### src/mmpc_pkg.sv
// Shared types, codes and helper functions for the meter map position converter.
package mmpc_pkg;

    localparam int POS_W  = 48;
    localparam int BEAT_W = 8;
    localparam int UNIT_W = 7;
    localparam int WIDE_W = 64;
    localparam int SEG_INDEX_W = 8;

    localparam int MAX_SEGMENTS_DEF = 256;
    localparam int FRAC_BITS_DEF    = 16;

    typedef enum logic [1:0] {
        OP_CLEAR = 2'd0,
        OP_ADD   = 2'd1,
        OP_QTIME = 2'd2,
        OP_QBAR  = 2'd3
    } op_t;

    localparam logic ST_OK   = 1'b0;
    localparam logic ST_FULL = 1'b1;

    // One segment table row
    typedef struct packed {
        logic signed [POS_W-1:0] quarter;
        logic signed [POS_W-1:0] bar;
        logic [BEAT_W-1:0]       beats;
        logic [UNIT_W-1:0]       unit;
    } row_t;

    localparam row_t ROW_RESET = '{quarter: '0, bar: '0, beats: 8'd4, unit: 7'd4};

    // Divider request and response
    typedef struct packed {
        logic                     start;
        logic signed [WIDE_W-1:0] dividend;
        logic [BEAT_W-1:0]        divisor;
    } div_req_t;

    typedef struct packed {
        logic                     done;
        logic signed [WIDE_W-1:0] quot;
        logic                     rem_nz;
    } div_rsp_t;

    localparam logic signed [WIDE_W-1:0] POS_MAX_W = (64'sd1 <<< (POS_W - 1)) - 64'sd1;
    localparam logic signed [WIDE_W-1:0] POS_MIN_W = -POS_MAX_W - 64'sd1;

    // Round a beat unit down to a power of two, zero counts as one
    function automatic logic [UNIT_W-1:0] pow2_floor(input logic [UNIT_W-1:0] u);
        logic [UNIT_W-1:0] p;
        p = 7'd1;
        for (int i = 0; i < UNIT_W; i++) begin
            if (u[i])
            begin
                p = UNIT_W'(1 << i);
            end
        end
        return p;
    endfunction

    // Log2 of a power-of-two beat unit
    function automatic logic [2:0] unit_log2(input logic [UNIT_W-1:0] u);
        logic [2:0] l;
        l = 3'd0;
        for (int i = 0; i < UNIT_W; i++) begin
            if (u[i])
            begin
                l = 3'(i);
            end
        end
        return l;
    endfunction

    // Saturate a wide value to the signed position range
    function automatic logic signed [POS_W-1:0] sat_pos(input logic signed [WIDE_W-1:0] v);
        logic signed [WIDE_W-1:0] c;
        c = v;
        if (v > POS_MAX_W)
        begin
            c = POS_MAX_W;
        end
        else if (v < POS_MIN_W)
        begin
            c = POS_MIN_W;
        end
        return c[POS_W-1:0];
    endfunction

endpackage

### src/mmpc_div.sv
// Bit-serial floor divider of a signed wide value by an unsigned 8-bit divisor.
module mmpc_div
    import mmpc_pkg::*;
(
    input  logic     clk,
    input  logic     rst_n,
    input  div_req_t req,
    output div_rsp_t rsp
);

    localparam int CNT_W = $clog2(WIDE_W);

    logic              busy_reg;
    logic              done_reg;
    logic [CNT_W-1:0]  cnt_reg;
    logic [WIDE_W-1:0] a_reg;
    logic [WIDE_W-1:0] q_reg;
    logic [BEAT_W-1:0] rem_reg;
    logic [BEAT_W-1:0] b_reg;
    logic              neg_reg;

    logic [BEAT_W:0]   rem_sh;
    logic              ge;
    logic [BEAT_W:0]   rem_sub;
    logic [BEAT_W-1:0] rem_next;

    // One restoring step per cycle
    always_comb
    begin
        rem_sh   = {rem_reg, a_reg[WIDE_W-1]};
        ge       = (rem_sh >= {1'b0, b_reg});
        rem_sub  = rem_sh - {1'b0, b_reg};
        rem_next = ge ? rem_sub[BEAT_W-1:0] : rem_sh[BEAT_W-1:0];
    end

    // Sequence the steps; a negative dividend divides its complement
    always_ff @(posedge clk or negedge rst_n)
    begin
        if (!rst_n)
        begin
            busy_reg <= 1'b0;
            done_reg <= 1'b0;
            cnt_reg  <= '0;
        end
        else
        begin
            done_reg <= 1'b0;
            if (req.start)
            begin
                busy_reg <= 1'b1;
                cnt_reg  <= '0;
            end
            else if (busy_reg)
            begin
                cnt_reg <= cnt_reg + 1'b1;
                if (cnt_reg == CNT_W'(WIDE_W - 1))
                begin
                    busy_reg <= 1'b0;
                    done_reg <= 1'b1;
                end
            end
        end
    end

    // Hold the datapath operands
    always_ff @(posedge clk)
    begin
        if (req.start)
        begin
            neg_reg <= req.dividend[WIDE_W-1];
            a_reg   <= req.dividend[WIDE_W-1] ? ~req.dividend : req.dividend;
            b_reg   <= req.divisor;
            rem_reg <= '0;
            q_reg   <= '0;
        end
        else if (busy_reg)
        begin
            a_reg   <= {a_reg[WIDE_W-2:0], 1'b0};
            rem_reg <= rem_next;
            q_reg   <= {q_reg[WIDE_W-2:0], ge};
        end
    end

    assign rsp.done   = done_reg;
    assign rsp.quot   = neg_reg ? $signed(~q_reg) : $signed(q_reg);
    assign rsp.rem_nz = neg_reg ? (rem_reg != (b_reg - 1'b1)) : (rem_reg != '0);

endmodule

### config.mk
export PLATFORM = sky130hd
export DESIGN_NAME = mmpc_div
export DESIGN_NICKNAME = d
export VERILOG_FILES = /design/src/mmpc_pkg.sv /design/src/mmpc_div.sv
export SDC_FILE = /design/constraint.sdc
export NUM_CORES = 1
export LEC_CHECK = 0
export ABC_AREA = 1
export ABC_CLOCK_PERIOD_IN_PS = 2800
export BUFFER_PORTS_ARGS = -buffer_cell sky130_fd_sc_hd__buf_2
export CORE_AREA = 2 2 142 103
export CTS_BUF_LIST = sky130_fd_sc_hd__clkbuf_4 sky130_fd_sc_hd__clkbuf_8
export DETAILED_ROUTE_END_ITERATION = 7
export DIE_AREA = 0 0 144 105
export GPL_TIMING_DRIVEN = 0
export PLACE_DENSITY_LB_ADDON = 0.12
export SLEW_MARGIN = 15
export SYNTH_ARGS = -nofsm -noshare
export SYNTH_HDL_FRONTEND = slang
export SYNTH_SLANG_ARGS = --single-unit
### constraint.sdc
create_clock -name clk -period 2.8 [get_ports clk]
set_input_delay 0.14 -clock clk [delete_from_list [all_inputs] [get_ports clk]]
set_output_delay 0.14 -clock clk [all_outputs]
set_load 0.005 [all_outputs]
Yosys cells after proc, flatten, opt, wreduce, memory -nomap -nowiden
Index checks and enable logic that the tools add are counted.
{"block": "word_totals", "input_bits": 75, "word_cells": 32, "register_bits": 153}
{"block": "op_classes", "order_cmp": 1, "bitwise_logic": 2, "eq_ne": 2, "n_addsub": 3, "n_reduce_logical": 2, "n_mux": 14}
{"cell": "2-to-1 mux 64 bit", "count": 4}
{"cell": "NOT 64 bit", "count": 2}
{"cell": "2-to-1 mux 6 bit", "count": 2}
{"cell": ">= comparator 9 x 8 -> 1 bit", "count": 1}
{"cell": "2-to-1 mux 8 bit", "count": 1}
{"cell": "!= test 8 bit", "count": 1}
{"cell": "nonzero test 8 bit", "count": 1}
{"cell": "subtractor 8 x 1 -> 8 bit (second input constant)", "count": 1}
{"cell": "subtractor 8 bit", "count": 1}
{"cell": "2-to-1 mux 1 bit", "count": 7}
{"cell": "adder 6 x 1 -> 6 bit (second input constant)", "count": 1}
{"cell": "equality test 6 bit (second input constant)", "count": 1}
{"cell": "nonzero test 2 bit", "count": 1}

Depth between registers and ports, before layout
{"block": "depth", "ltp_word": 4, "mapped_depth": 13, "depth_no_buf": 13}

Worst setup path before layout
No wires, ideal clock.
{"block": "synth_path", "kind": "register to register", "start": "reg busy_reg", "end": "reg a_reg[0], enable pin", "setup_slack_ns": 0.862, "arrival_ns": 1.542, "required_ns": 2.404, "period_less_slack_ns": 1.938, "stages_incl_launch_ff": 5, "setup_time_ns": 0.396, "cell_sequence": "dfrtp_1 > buf_4 > nor2_2 > inv_2 > buf_2"}
{"block": "synth_via", "elab_chain_cells": 1}
{"item": "start: declaration", "line": "mmpc_div.sv:13", "source": "logic busy_reg;"}
{"item": "start signal: assignment", "line": "mmpc_div.sv:41", "source": "busy_reg <= 1'b0;"}
{"item": "start signal: assignment", "line": "mmpc_div.sv:50", "source": "busy_reg <= 1'b1;"}
{"item": "start signal: assignment", "line": "mmpc_div.sv:58", "source": "busy_reg <= 1'b0;"}
{"item": "nonzero test 2 bit (no line)"}
{"item": "end signal: assignment", "line": "mmpc_div.sv:71", "source": "a_reg <= req.dividend[WIDE_W-1] ? ~req.dividend : req.dividend;"}
{"item": "end signal: assignment", "line": "mmpc_div.sv:78", "source": "a_reg <= {a_reg[WIDE_W-2:0], 1'b0};"}
{"item": "end: declaration", "line": "mmpc_div.sv:16", "source": "logic [WIDE_W-1:0] a_reg;"}
No other way between the ends.
A chain may end at the register's enable or synchronous reset.

==> impl_metrics.json <==
{
  "rsz0062_at_grt": "no",
  "cp-start-kind": "flop",
  "initial_core_util_pct": 54.3,
  "ant_nets": 0,
  "drc_errors": 0,
  "antenna_found_initial": 0,
  "critPathBufInv": 2,
  "setup-violations-final": 0,
  "clock_sinks": 153,
  "layout.nets": 1031,
  "n_antenna_cell": 0,
  "h-tree-depth": 4,
  "wl_per_cell_um": 13.4,
  "grt_remaining_overflow": 0,
  "outcome": "finished, final reports clean",
  "cp.required_ns": 2.66,
  "first_iter_violations": 350,
  "tightest_slew_ns": 0.469,
  "n_fill_cell": 1124,
  "gp_congestion": 0.845,
  "grt_usage_pct": 20.7,
  "final_cell_mix": "166 x buf_2, 119 x nand2_1, 92 x inv_1, 73 x edfxtp_1",
  "synth.distinct_cells": 36,
  "powerDensity_nw_per_um2": 648,
  "dieArea_um2": 15100,
  "fmax_mhz": 448,
  "max-cap-violations": 0,
  "routed_wl_mm": 15.3,
  "cpPeakStageDelay_ns": 0.42,
  "cts_inserted_buffers": 17,
  "ys_warn_count": 0,
  "yosys_register_bits": 153,
  "path_cells": "inv_1, ha_1, nand2_1, o21ai_0, nand2_1, nand2_1, nand3_1, nor2_1, a21oi_1, buf_2",
  "hold_viol": 0,
  "syn_area_per_cell_um2": 9.57,
  "yosysSeqAreaShare_pct": 51.8,
  "die_y_um": 105,
  "grt_pass1_wl_mm": 24.7,
  "ir_drop_mv": 0.292,
  "placedInstanceArea_um2": 8370,
  "maxSlewHeadroom_pct": 68.7,
  "cp_slowest_cell": "edfxtp_1",
  "worstHoldPathType": "input port to flop",
  "via_count": 5639,
  "layout_commonest_cell": "buf_2",
  "ctsHoldBuffers": 11,
  "drive_above_1_share_pct": 22.9,
  "die_w_um": 144,
  "worst-path-max-fanout": 4,
  "area.growth.synth_to_final_pct": 20.3,
  "path_delay_family": "simple AND/OR/NAND/NOR gates",
  "syn_area_um2": 7410,
  "crit_type": "flop to output port",
  "via_per_inst": 4.91,
  "io_buffers": 140,
  "cts_tree": "built",
  "clk_path_buf_depth": 2,
  "period_needed_ns": 2.23,
  "crit_top_cell": "nand2_1",
  "syn_inst": 774,
  "clk_pin_slew_worst_paths_ns": 0.08,
  "cp.arrival_ns": 2.09,
  "finClkSkew_ns": 0.00935,
  "critPathCaptureType": "output port",
  "postCtsSetupRepairBufs": 0,
  "fin_area_um2": 8910,
  "grt_max_degree": 62,
  "power.leakage_nw": 3.87,
  "clk_latency_ns": 0.44,
  "drt_pre_antenna_iters": 5,
  "tns_ns": 0,
  "num_rows": 36,
  "cts_resized": 0,
  "ios": 141,
  "slew_violations": 0,
  "hpwl_mm": 11.2,
  "grt_pass1_vias": 5195,
  "finalCritPeriodShare_pct": 79.7,
  "syn-num-nets": 860,
  "core_area_um2": 13600,
  "ctsRootBufferMaster": "clkbuf_8"
}
## through the flow
stage                     power [mW]  worst slack (ns)  cells  hold WS (ns)  utilization, %
after floorplan                 3.64             0.862    774        -0.156               -
after global placement          3.98             0.302   1104      -0.00897            61.1
after detailed placement        4.04             0.880   1105      -0.00227            61.4
after CTS                       5.81             0.559   1148        0.0295            65.3
after global routing            6.10             0.343   1148        0.0452            65.3
final                           5.77             0.567   1148        0.0615            65.3
## worst min-delay path, cell delays in order
cell and delay, ns:
buf_2 0.09, xnor2_1 0.05, o21ai_0 0.12
## worst paths after layout
path | start | endpoint | slack [ns] | cells after the start
setup reg to reg | b_reg[4] | rem_reg[7] | 0.81 | 12
hold / removal | req[58] | a_reg[50] | 0.06 | 3
min in group asynchronous | rst_n | done_reg | 0.09 | 2
hold reg to reg | q_reg[63] | q_reg[63] | 0.48 | 2
max in group asynchronous | rst_n | cnt_reg[1] | 2.53 | 2
setup / recovery | b_reg[0] | rsp[0] | 0.57 | 10
## layout make-up
type / instances / area, um2 / share of cell area [%]
Buffer: 44 / 224 / 2.51
Sequential cell: 153 / 3830 / 43.0
Multi-Input combinational cell: 482 / 2990 / 33.6
Inverter: 95 / 357 / 4.00
Clock inverter: 8 / 118 / 1.32
Clock buffer: 24 / 305 / 3.43
Tap cell: 190 / 238 / 2.67
Timing Repair Buffer: 152 / 838 / 9.41
## power by group
group / switching [mW] / internal [mW] / leakage [nW]
Combinational: 0.718 / 0.571 / 2.17
Sequential: 0.158 / 2.56 / 1.48
Clock: 0.776 / 0.987 / 0.222
Total: 1.65 / 4.12 / 3.87
## synth_stat cells
master | instances | share of area, %
or2_2 | 2 | 0.17
nor4_1 | 2 | 0.17
nand2_1 | 119 | 6.0
buf_1 | 5 | 0.25
xnor2_1 | 66 | 7.8
nor2_8 | 1 | 0.27
or2_1 | 1 | 0.085
a21oi_4 | 1 | 0.22
nand3_1 | 25 | 1.7
buf_4 | 2 | 0.20
o21ai_0 | 69 | 4.7
a22o_1 | 1 | 0.12
inv_2 | 3 | 0.15
a21oi_2 | 2 | 0.24
fa_1 | 1 | 0.27
nand3b_1 | 1 | 0.10
nand2_4 | 2 | 0.30
xor2_1 | 72 | 8.5
dfrtp_1 | 8 | 2.7
ha_1 | 10 | 1.7
o22ai_1 | 61 | 5.2
inv_1 | 92 | 4.7
nand4_1 | 2 | 0.17
nor2_2 | 2 | 0.17
nor2_1 | 28 | 1.4
nor3_1 | 1 | 0.068
buf_6 | 2 | 0.30
and2_1 | 1 | 0.085
buf_2 | 27 | 1.8
clkbuf_1 | 8 | 0.41
nor2_4 | 1 | 0.15
o211ai_1 | 3 | 0.30
a21oi_1 | 6 | 0.41
edfxtp_1 | 73 | 30
nand2_2 | 2 | 0.17
dfxtp_1 | 72 | 19
## metal layers
| layer | routed length [um] | up-vias | global-route usage [%] |
|---|---|---|---|
| met3 | 728 | 32 | 4.40 |
| met5 | 0 | - | 0 |
| met2 | 6700 | 139 | 30.5 |
| met4 | 333 | 0 | 8.54 |
| li1 | - | 2889 | - |
| met1 | 7580 | 2579 | 29.6 |
## logic make-up (layout without fill, tap and decap cells)
family | count (synthesis) | in the layout | synth area share [%]
simple gates | 190 | 190 | 11.0
flops | 153 | 153 | 51.8
compound gates | 143 | 143 | 11.1
buf+inv | 139 | 323 | 7.81
xor+xnor | 138 | 138 | 16.3
fa+ha+maj | 11 | 11 | 1.96
(Power assumes the default switching activity.)
